===== config.mk =====
export PLATFORM = sky130hd
export DESIGN_NAME = dtf_queue
export DESIGN_NICKNAME = d
export VERILOG_FILES = /design/src/design/decimal_text_to_float32_assert.svh /design/src/design/dtf_pkg.sv /design/src/design/dtf_queue.sv
export SDC_FILE = /design/constraint.sdc
export NUM_CORES = 1
export LEC_CHECK = 0
export BUFFER_PORTS_ARGS = -buffer_cell sky130_fd_sc_hd__buf_4
export CORE_MARGIN = 1
export CORE_UTILIZATION = 52
export DETAILED_ROUTE_END_ITERATION = 10
export MAX_ROUTING_LAYER = met4
export PLACE_DENSITY = 0.8
export SLEW_MARGIN = 20
export SYNTH_ARGS = -nofsm -noshare
export SYNTH_HDL_FRONTEND = slang
export SYNTH_SLANG_ARGS = --single-unit

===== constraint.sdc =====
create_clock -name i_clk -period 4.45 [get_ports i_clk]
set_input_delay 0.445 -clock i_clk [delete_from_list [all_inputs] [get_ports i_clk]]
set_output_delay 0.445 -clock i_clk [all_outputs]
set_load 0.03 [all_outputs]

===== src/design/decimal_text_to_float32_assert.svh =====
// Assertion macros for the decimal text to float32 converter.
`ifndef DECIMAL_TEXT_TO_FLOAT32_ASSERT_SVH
`define DECIMAL_TEXT_TO_FLOAT32_ASSERT_SVH

// Check a consequent in the same cycle as its antecedent.
`define DTF_ASSERT_NOW(lbl, ante, cons, msg) \
    lbl: assert property (@(posedge i_clk) disable iff (!i_rst_n) (ante) |-> (cons)) \
        else $error(msg);

// Check a consequent in the cycle after its antecedent.
`define DTF_ASSERT_NEXT(lbl, ante, cons, msg) \
    lbl: assert property (@(posedge i_clk) disable iff (!i_rst_n) (ante) |=> (cons)) \
        else $error(msg);

`endif


===== src/design/dtf_pkg.sv =====
// Shared types, constants and tables for the decimal text to float32 converter.
`default_nettype none

package dtf_pkg;

    localparam int MAX_DIGITS  = 9;
    localparam int CNT_W       = 4;
    localparam int DEN_W       = 30;
    localparam int QUEUE_DEPTH = 2;
    localparam int EXP_BIAS    = 127;
    localparam int MANT_BITS   = 23;
    localparam int LEAD_LIMIT  = 63;

    localparam logic [7:0] DIGIT_FLOOR = 8'h2e;
    localparam logic [7:0] MINUS_CHAR  = 8'h2d;

    typedef logic [1:0] t_mode;
    typedef logic [1:0] t_status;

    localparam t_mode MODE_FLOAT = 2'd0;
    localparam t_mode MODE_INT   = 2'd1;
    localparam t_mode MODE_INDEX = 2'd2;

    localparam t_status STAT_OK     = 2'd0;
    localparam t_status STAT_BIG    = 2'd1;
    localparam t_status STAT_DIGITS = 2'd2;

    typedef struct packed {
        t_mode              mode;
        logic [31:0]        ipart;
        logic [31:0]        frac;
        logic [CNT_W-1:0]   count;
        logic               neg;
        logic               ovf;
    } t_job;

    typedef struct packed {
        logic full;
        logic empty;
    } t_q_stat;

    function automatic logic [DEN_W-1:0] pow10(input logic [CNT_W-1:0] k);
        logic [DEN_W-1:0] v;
        case (k)
            4'd0:    v = 30'd1;
            4'd1:    v = 30'd10;
            4'd2:    v = 30'd100;
            4'd3:    v = 30'd1000;
            4'd4:    v = 30'd10000;
            4'd5:    v = 30'd100000;
            4'd6:    v = 30'd1000000;
            4'd7:    v = 30'd10000000;
            4'd8:    v = 30'd100000000;
            default: v = 30'd1000000000;
        endcase
        return v;
    endfunction

endpackage

`default_nettype wire


===== src/design/dtf_queue.sv =====
// Short job queue between the parser and the converter.
`default_nettype none

module dtf_queue import dtf_pkg::*; (
    input  wire logic   i_clk,
    input  wire logic   i_rst_n,
    input  wire logic   i_push,
    input  wire t_job   i_job,
    input  wire logic   i_pop,
    output t_job        o_job,
    output t_q_stat     o_stat
);

    localparam int PTR_W = (QUEUE_DEPTH > 1) ? $clog2(QUEUE_DEPTH) : 1;
    localparam int CNT_QW = $clog2(QUEUE_DEPTH + 1);

    t_job              r_mem [QUEUE_DEPTH];
    logic [PTR_W-1:0]  r_wr_ptr, n_wr_ptr;
    logic [PTR_W-1:0]  r_rd_ptr, n_rd_ptr;
    logic [CNT_QW-1:0] r_fill,   n_fill;

    assign o_job        = r_mem[r_rd_ptr];
    assign o_stat.full  = r_fill == CNT_QW'(QUEUE_DEPTH);
    assign o_stat.empty = r_fill == '0;

    always_comb begin
        n_wr_ptr = r_wr_ptr;
        n_rd_ptr = r_rd_ptr;
        n_fill   = r_fill;
        if (i_push) begin
            n_wr_ptr = (r_wr_ptr == PTR_W'(QUEUE_DEPTH - 1)) ? '0 : r_wr_ptr + 1'b1;
        end
        if (i_pop) begin
            n_rd_ptr = (r_rd_ptr == PTR_W'(QUEUE_DEPTH - 1)) ? '0 : r_rd_ptr + 1'b1;
        end
        case ({i_push, i_pop})
            2'b10:   n_fill = r_fill + 1'b1;
            2'b01:   n_fill = r_fill - 1'b1;
            default: n_fill = r_fill;
        endcase
    end

    always_ff @(posedge i_clk) begin
        if (i_push) begin
            r_mem[r_wr_ptr] <= i_job;
        end
        if (!i_rst_n) begin
            r_wr_ptr <= '0;
            r_rd_ptr <= '0;
            r_fill   <= '0;
        end else begin
            r_wr_ptr <= n_wr_ptr;
            r_rd_ptr <= n_rd_ptr;
            r_fill   <= n_fill;
        end
    end

endmodule

`default_nettype wire


==> results of run 1 <==
-- synth_stat cells --
cell	n	area, µm²
edfxtp_1	144	4320
mux2_2	72	811
buf_2	8	40.0
dfxtp_1	5	100
and2_1	4	25.0
nor2_1	2	7.51
xnor2_1	2	17.5
a21boi_1	1	7.51
and2b_2	1	8.76
ha_1	1	12.5
inv_1	1	3.75
nor2b_1	1	6.26
o21a_1	1	7.51
o21ai_0	1	5.00
or3_1	1	6.26
xor2_1	1	8.76
-- registers in the layout (all words and copies together), names as in the netlist, named ones only --
name and cells:
r_fill 2, r_wr_ptr 1, r_rd_ptr 1, r_mem 144
-- final timing paths --
kind,slack (ps),depth (start not counted),end,from
hold reg to reg,520,2,r_fill[1],r_fill[1]
setup reg to reg,2600,2,r_mem[0][43],r_wr_ptr
hold / removal,110,1,r_mem[1][53],i_job[53]
setup / recovery,1850,2,o_job[38],flop
-- stage by stage --
stage	worst slack, ps	utilization	total power [mW]	cells	hold slack [ps]
final	1850	0.738	3.65	554	107
after global routing	1760	0.738	3.76	554	70.8
after CTS	1830	0.738	3.68	554	77.1
after detailed placement	2350	0.673	2.15	522	514
after global placement	2340	0.673	2.14	522	476
after floorplan	391	-	1.96	246	466
-- cell families (layout without fill, tap and decap cells) --
logic type / count (synthesis) / in the layout / synth area share
flip-flops: 149 / 149 / 0.821
multiplexers: 72 / 72 / 0.150
AND/OR/NAND/NOR: 9 / 9 / 0.00998
buffers and inverters: 9 / 184 / 0.00812
AO/OA/AOI/OAI: 3 / 3 / 0.00371
XOR/XNOR: 3 / 3 / 0.00487
adder cells (fa/ha/maj): 1 / 1 / 0.00232
-- layer usage --
layer,vias up,global-route usage
li1,1294,-
met1,1343,0.209
met2,101,0.312
met3,13,0.0736
met4,0,0.0755
met5,-,-
-- area by class of cell --
cell class	count	area [µm²]
clock buffers	24	480
flip-flops and latches	149	4430
inverters	1	3.75
fillers	612	2590
clock inverters	8	170
well taps	133	166
repair buffers	151	1130
multi-input cells	88	933
-- critical path, cell delays in order (launching register included) --
cell and delay, ps:
dfxtp_4 920, mux2_2 440, buf_4 170
-- power groups by stage --
stage                     combinational, mW  clock [mW]  sequential (mW)
after detailed placement              0.452           0             1.70
after global routing                  0.472        1.61             1.67
after global placement                0.448           0             1.69
after CTS                             0.455        1.56             1.67
final                                 0.450        1.54             1.67
after floorplan                       0.290           0             1.67
-- layout by cell type, fill, tap and decap left out, types with 2 or more instances in the layout --
master	n
clkinvlp_4	2
mux2_2	72
clkbuf_8	5
clkbuf_1	3
bufinv_16	5
edfxtp_1	144
and2_1	3
buf_4	151
clkbuf_16	16
dfxtp_1	4
xnor2_1	2
==> results by group, run 1 <==
Routing
  – Number of DRC markers in iteration 0: 124
  – Via density: 4.97
  – Routed wire length per instance: 16.9 µm
  – Top sig layer: met4
  – Pre-Repair DR Iteration Count: 4
  – M1 wire length: 3.80 mm
  – Wire length on met2: 4.88 mm
  – Via count: 2751
  – Detailed-route DRC error count: 0
  – DR WL met3: 575 µm
  – ANT nets after route: 0
  – Routed WL: 9.38 mm

Power and ir drop
  – Int Power: 2.85 mW
  – Peak supply drop: 0.304 mV
  – Clock power frac: 0.421
  – Switching Share: 0.218
  – Combinational group share of total power: 0.123
  – Leak pwr: 2.75 nW
  – Sequential power share: 0.456
  – PwrDens: 499 nW/µm²
  – P_sw: 798 µW

Clock tree
  – CTS Buffer Depth: 2
  – Clock Latency Late Sink: 510 ps
  – Inserted Clock Buffers: 17
  – Root buf cell: clkbuf_8
  – Hold-fix buffers at CTS: 0
  – TritonCTS clock tree: done
  – Max H-tree Level: 4
  – Post-CTS resize count: 0
  – Setup Fix Bufs, Post-CTS: 0
  – Clk sink count: 149
  – Clock transition at path regs: 60 ps

Cells and area
  – Fin nets: 485
  – # diodes: 0
  – Layout cells sized above 1: 0.608
  – Area delta synth->final: 35.7%
  – Final instance area: 7320 µm²

STA
  – Period utilisation layout: 0.584
  – Hold Vio Cnt, Final: 0
  – Max Clk Rate: 385 MHz
  – Layout Skew: 5.92 ps
  – Final Critical Period: 2600 ps
  – Final Slew Violations: 0
  – Total negative slack: 0 ps
  – RSZ-0062 raised after global routing: no
  – Final Setup Violations: 0
  – Slew @ Worst Pin: 974 ps
  – Max_slew headroom: 0.351

Floorplanning
  – Core ar.: 9910 µm²
  – Top Ports: 150
  – Site row count: 36
  – Die Span Y: 104 µm
  – Die X: 104 µm
  – Initial Utilization: 0.544
  – Die area: 10800 µm²

Worst setup path
  – CP startpoint kind: flop
  – Worst Path Max Fanout: 72
  – Critical Path RT: 4010 ps
  – Critical path class: flop to output port
  – Crit. End Element: output port
  – Critical path data arrival time: 2160 ps

Placement
  – Placer Congestion: 0.689
  – I/O Buffers: 149
  – Hpwl dp: 5.79 mm
  – Placed Area: 6670 µm²

Synth
  – Register area share after synthesis: 0.821
  – Mapped Area: 5390 µm²
  – Syn nets: 323
  – Unique masters post-synth: 16
  – #FFs+latches synth: 149
  – Synthesized area per cell: 21.9 µm²
  – Gate Count Post-Synth: 246
  – Yosys Warn Count: 0

Global routing
  – Global-route wire length before repair: 14.6 mm
  – GRT overflow: 0
  – Vias in the first global route: 2962
  – Total global-route track usage: 0.190
  – Antenna violations before repair: 0
  – Largest net degree at the start of global routing: 73

Min path
  – Worst Hold Class: input port to flop

Status
  – Status: completed

Run
  – Max-Cap Viols: 0
(Power assumes the default switching activity.)
==> run 2: changes to the inputs <==
clock period = 2.6 ns   (was 4.45 ns; I/O delays follow)
==> run 2 against run 1 <==
Final cell count is 14% higher; die area unchanged; total power grew 71%; global-route usage increased by 3.2 points; flip-flop and latch count unchanged; critical path type unchanged; largest power group unchanged.
==> results by group, run 2 (same netlist as run 1, synthesis figures left out) <==
Min path
  – Hold depth: 3 (+2)
  – Worst Hold Class: input port to flop

Global routing
  – Antenna violations before repair: 0 (unchanged)
  – Global-route wire length before repair: 17.2 mm (+18%)
  – Largest net degree at the start of global routing: 47 (-36%)
  – GRT overflow: 0 (unchanged)
  – Vias in the first global route: 3307 (+12%)
  – Total global-route track usage: 0.222 (+0.0322)

Clock tree
  – CTS Buffer Depth: 2 (unchanged)
  – Max H-tree Level: 4 (unchanged)
  – TritonCTS clock tree: done
  – Clk sink count: 149 (unchanged)
  – Inserted Clock Buffers: 17 (unchanged)
  – Root buf cell: clkbuf_8
  – Clock transition at path regs: 60 ps (about the same)
  – Setup Fix Bufs, Post-CTS: 0 (unchanged)
  – Clock Latency Late Sink: 520 ps (about the same)

Floorplanning
  – Die Span Y: 104 µm (unchanged)
  – Top Ports: 150 (unchanged)
  – Initial Utilization: 0.544 (unchanged)
  – Core ar.: 9910 µm² (unchanged)
  – Site row count: 36 (unchanged)
  – Die area: 10800 µm² (unchanged)
  – Die X: 104 µm (unchanged)

Cells and area
  – Leading cell type in the layout, fill and taps excluded: buf_4
  – Final instance area: 8050 µm² (+10%)
  – Non-filler cells, final: 629 (+14%)
  – Layout cells sized above 1: 0.518 (-0.0899)
  – Area occupied by multi-input gates: 933 µm² (unchanged)
  – Fill cells: 509 (-17%)
  – Register area: 4430 µm² (unchanged)
  – Fin nets: 560 (+15%)
  – Most frequent cells in the layout: buf_4, edfxtp_1, dlygate4sd3_1, mux2_2, clkbuf_16
  – Top reg by flops: r_mem
  – Max reg flops: 144 (unchanged)
  – Biggest regs: r_mem: 144 flops, r_fill: 2 flops
  – # diodes: 0 (unchanged)
  – Area delta synth->final: 49.3%

Placement
  – Placed cell count: 524 (+0.38%)
  – Placed Area: 6710 µm² (+0.60%)
  – I/O Buffers: 149 (unchanged)
  – Hpwl dp: 6.09 mm (+5.1%)
  – Placer Congestion: 0.716 (+4.0%)
  – Place WS: 846 ps (-1500 ps)

Worst setup path
  – CP startpoint kind: flop
  – Worst Path Max Fanout: 42 (-42%)
  – Critical path data arrival time: 2010 ps (-150 ps)
  – Crit-path slowest cell: dfxtp_4
  – Critical Path RT: 2340 ps (-1670 ps)
  – Critical path class: flop to output port
  – Critical Path, Cell by Cell: buf_12 -> mux2_2 -> buf_4
  – Crit. End Element: output port
  – Crit-path max cell delay: 620 ps (-300 ps)
  – R2R depth: 2 (unchanged)

STA
  – RSZ-0062 raised after global routing: no
  – Layout Skew: 10.9 ps (+4.94 ps)
  – Final worst slack: 327 ps (-1520 ps)
  – Max_slew headroom: 0.590 (+0.240)
  – Final Setup Violations: 0 (unchanged)
  – Final Critical Period: 2270 ps
  – Final Slew Violations: 0 (unchanged)
  – Slew @ Worst Pin: 614 ps (-360 ps)
  – Total negative slack: 0 ps (unchanged)
  – Max Clk Rate: 440 MHz
  – Period utilisation layout: 0.874
  – Hold Vio Cnt, Final: 0 (unchanged)

Routing
  – Via count: 3067 (+11%)
  – Number of DRC markers in iteration 0: 111 (-10%)
  – Routed WL: 11.2 mm (+19%)
  – Detailed-route DRC error count: 0 (unchanged)
  – Pre-Repair DR Iteration Count: 4 (unchanged)
  – ANT nets after route: 0 (unchanged)
  – Via density: 4.88 (-1.8%)
  – Routed wire length per instance: 17.7 µm (+4.8%)

Power and ir drop
  – PwrDens: 775 nW/µm² (+55%)
  – Peak supply drop: 0.507 mV (+67%)
  – Leak pwr: 3.05 nW (+11%)

Status
  – Status: completed

Run
  – Max-Cap Viols: 0 (unchanged)
-- run 2: changes by cell type in the layout (fill, tap and decap cells not counted), sizes merged --
cell,before,now
clkinvlp,2,4
dlygate4sd3,0,73
bufinv,5,4
buf,151,153
clkbuf,24,23
-- run 2: report_power, final --
group          switching, mW  total [mW]  internal, mW
combinational          0.475       0.906         0.430
sequential            0.0541        2.83          2.77
clock                  0.895        2.50          1.61
total                   1.42        6.24          4.81
-- run 2: layer usage --
| layer | vias up | track usage | share of wire |
|---|---|---|---|
| li1 | 1439 | - | - |
| met1 | 1497 | 0.257 | 0.39 |
| met2 | 114 | 0.372 | 0.54 |
| met3 | 17 | 0.0585 | 0.054 |
| met4 | 0 | 0.0878 | 0.018 |
| met5 | - | - | 0 |
-- run 2: repair_timing --
action / in CTS / in global routing
gates resized for setup: 0 / 0
endpoints found under the hold margin: 149 / 0
hold buffers: 73 / 0
-- run 2: critical path: cells and delay by family (launching register included) --
kind | cells | cell delay [ps]
multiplexers | 1 | 380
buffers and inverters | 2 | 470
flip-flops | 1 | 620
-- run 2: final cells by class --
type                       count  area share
sequential                   149       0.550
timing repair buffer         226       0.237
multi-input combinational     88       0.116
clock buffer                  23      0.0567
tap                          133      0.0207
clock inverter                 9      0.0193
inverter                       1    0.000466
-- run 2: stage by stage --
step,power (mW),hold WS [ps],util
2_1_floorplan,3.35,359,-
3_3_place_gp,3.66,445,0.677
3_5_place_dp,3.69,447,0.677
4_1_cts,6.25,54.1,0.812
5_1_grt,6.41,77.9,0.812
6_report,6.24,77.1,0.812
-- run 2: final timing paths --
check	from	to	slack [ps]
setup / recovery	flop	o_job[1]	330
hold / removal	i_push	r_wr_ptr	80
hold reg to reg	r_fill[1]	r_fill[1]	560
setup reg to reg	r_wr_ptr	r_mem[1][49]	1140
==> run 3: changes to the inputs <==
CORE_UTILIZATION = 47   (was 52)
PLACE_DENSITY = 0.76   (was 0.8)
clock period = 1.9 ns   (was 2.6 ns; I/O delays follow)
==> run 3 against run 2 <==
Worst hold slack worse by 41 ps; via count is 0.59% higher; worst setup slack worse by 170 ps; critical path type unchanged; first-iteration DRC count is 25% lower; highest routed layer unchanged; clock skew is 5.0 ps lower; flip-flop and latch count stayed put; clock power is 32% higher; count of clock-buffer cells in the layout is 4 lower; critical path depth stayed put; global-route usage is 3.3 points lower; non-clock buffer count is 3 higher.
==> results by group, run 3 (same netlist as run 1, synthesis figures left out) <==
Clock tree
  – Inserted Clock Buffers: 17 (unchanged)
  – CTS Buffer Depth: 2 (unchanged)
  – Root buf cell: clkbuf_16
  – Clk sink count: 149 (unchanged)
  – Max H-tree Level: 4 (unchanged)
  – Clock transition at path regs: 50 ps (about the same)
  – Clock Latency Late Sink: 400 ps (-120 ps)
  – TritonCTS clock tree: done
  – Post-CTS resize count: 0 (unchanged)

Power and ir drop
  – Peak supply drop: 0.695 mV (+37%)
  – Switching Share: 0.231 (+0.00285)
  – Sequential power share: 0.457 (+0.004)
  – Combinational group share of total power: 0.152 (+0.007)
  – Leak pwr: 3.07 nW (+0.78%)
  – Clock power frac: 0.391 (-0.010)
  – P_sw: 1.94 mW (+36%)
  – PwrDens: 1040 nW/µm² (+34%)
  – Int Power: 6.46 mW (+34%)

Floorplanning
  – Core ar.: 11000 µm² (+11%)
  – Die X: 109 µm (+5.1%)
  – Die Span Y: 109 µm (+5.1%)
  – Die area: 11900 µm² (+10%)
  – Initial Utilization: 0.489 (-0.0553)
  – Site row count: 38 (+5.6%)
  – Top Ports: 150 (unchanged)

Worst setup path
  – Critical Path RT: 1710 ps (-630 ps)
  – Critical path data arrival time: 1560 ps (-450 ps)
  – Crit-path slowest cell: dfxtp_4
  – Worst R2R End: r_mem[1][12]
  – Worst Path Max Fanout: 31 (-26%)
  – Crit-path max cell delay: 390 ps (-230 ps)
  – RR Startpoint: r_wr_ptr
  – Critical Path, Cell by Cell: buf_12 -> mux2_2 -> buf_4
  – Crit. End Element: output port
  – Critical path class: flop to output port
  – Worst reg-to-reg setup slack: 570 ps (-570 ps)
  – Crit path capture: o_job[14]
  – CP startpoint kind: flop
  – R2R depth: 2 (unchanged)

Run
  – Max-Cap Viols: 0 (unchanged)

Routing
  – Top sig layer: met4
  – Wire length on met2: 5.78 mm (-3.5%)
  – Number of DRC markers in iteration 0: 83 (-25%)
  – ANT nets after route: 0 (unchanged)
  – Detailed-route DRC error count: 0 (unchanged)
  – M1 wire length: 4.05 mm (-7.2%)
  – Routed wire length per instance: 16.6 µm (-6.5%)
  – Pre-Repair DR Iteration Count: 4 (unchanged)
  – Routed WL: 10.6 mm (-5.0%)
  – Via count: 3085 (+0.59%)
  – DR WL met3: 635 µm (+5.5%)
  – Via density: 4.83 (-0.99%)

Min path
  – Worst Hold Class: input port to flop
  – HP Start: i_rst_n

STA
  – RSZ-0062 raised after global routing: no
  – Layout Skew: 5.90 ps (-4.96 ps)
  – Total negative slack: 0 ps (unchanged)
  – Max Clk Rate: 573 MHz
  – Slew @ Worst Pin: 351 ps (-263 ps)
  – Final Slew Violations: 0 (unchanged)
  – Final Setup Violations: 0 (unchanged)
  – Hold Vio Cnt, Final: 0 (unchanged)
  – Period utilisation layout: 0.919
  – Final Critical Period: 1750 ps
  – Final hold slack: 35.6 ps (-41.5 ps)
  – Max_slew headroom: 0.766 (+0.175)

Status
  – Status: completed

Placement
  – Hpwl dp: 6.47 mm (+6.3%)
  – Placer Congestion: 0.690 (-3.6%)
  – I/O Buffers: 149 (unchanged)

Cells and area
  – Max reg flops: 144 (unchanged)
  – Most frequent cells in the layout: buf_4, edfxtp_1, mux2_2, dlygate4sd3_1, clkbuf_16
  – Area delta synth->final: 50.1%
  – # diodes: 0 (unchanged)
  – Layout cells sized above 1: 0.525 (+0.00690)
  – Fin nets: 563 (+0.54%)
  – Leading cell type in the layout, fill and taps excluded: buf_4
  – Biggest regs: r_mem: 144 flops, r_fill: 2 flops
  – Fill cells: 690 (+36%)
  – Top reg by flops: r_mem

Global routing
  – Antenna violations before repair: 0 (unchanged)
  – Global-route wire length before repair: 15.8 mm (-8.2%)
  – GRT overflow: 0 (unchanged)
  – Largest net degree at the start of global routing: 48 (+2.1%)
  – Total global-route track usage: 0.190 (-0.0329)
  – Vias in the first global route: 3276 (-0.94%)
run 3: cell types whose count changed in the layout (fill, tap and decap cells not counted), sizes merged:
cell | previous run | this run
clkinv | 1 | 6
buf | 153 | 157
clkbuf | 23 | 19
bufinv | 4 | 3
clkinvlp | 4 | 3
dlygate4sd3 | 73 | 72
inv | 1 | 2
run 3: routing by layer:
metal / vias to the layer above / global-route usage
met5: - / -
met4: 0 / 0.0685
met3: 14 / 0.0586
met2: 109 / 0.330
met1: 1509 / 0.203
li1: 1453 / -
run 3: timing repair:
action | 4_1_cts | 5_1_grt
setup buffers | 2 | 0
endpoints found under the hold margin | 144 | 0
endpoints found under the setup margin | 31 | 0
hold buffers | 72 | 0
run 3: layout make-up:
type                       instances  area [µm²]  area share
inverter                           1        3.75    0.000464
tap                              140         175      0.0216
clock buffer                      19         433      0.0535
timing repair buffer             229        1960       0.242
clock inverter                    13         158      0.0195
sequential                       149        4430       0.547
multi-input combinational         88         933       0.115
run 3: worst max-delay path: cells and delay by family, from the launching register on:
kind                   cells  cell delay [ps]
flip-flops                 1              390
multiplexers               1              380
buffers and inverters      2              380
run 3: worst min-delay path by stage:
stage | to | slack [ps] | depth (start not counted)
after global placement | r_mem[0][10] | 370 | 1
final | r_wr_ptr | 40 | 2
after CTS | r_wr_ptr | 20 | 2
after floorplan | r_mem[0][0] | 290 | 0
after detailed placement | r_mem[1][59] | 380 | 1
after global routing | flop | 20 | 2
run 3: metrics by stage:
| stage | utilization | power [mW] | area [µm²] | worst slack [ps] | cells |
|---|---|---|---|---|---|
| 6_report | 0.734 | 8.41 | 8090 | 154 | 639 |
| 5_1_grt | 0.734 | 8.70 | 8090 | 81.4 | 639 |
| 4_1_cts | 0.734 | 8.48 | 8090 | 122 | 639 |
| 3_5_place_dp | 0.613 | 5.07 | 6770 | 395 | 533 |
| 3_3_place_gp | 0.613 | 5.04 | 6770 | 395 | 533 |
| 2_1_floorplan | - | 4.58 | 5400 | 72.5 | 246 |
run 3: power by group through the flow:
| stage | Combinational [mW] | Sequential (mW) | Clock [mW] |
|---|---|---|---|
| global route | 1.35 | 3.86 | 3.49 |
| floorplan | 0.681 | 3.90 | 0 |
| global placement | 1.13 | 3.91 | 0 |
| CTS | 1.28 | 3.85 | 3.35 |
| detailed placement | 1.14 | 3.93 | 0 |
| finish | 1.28 | 3.85 | 3.29 |
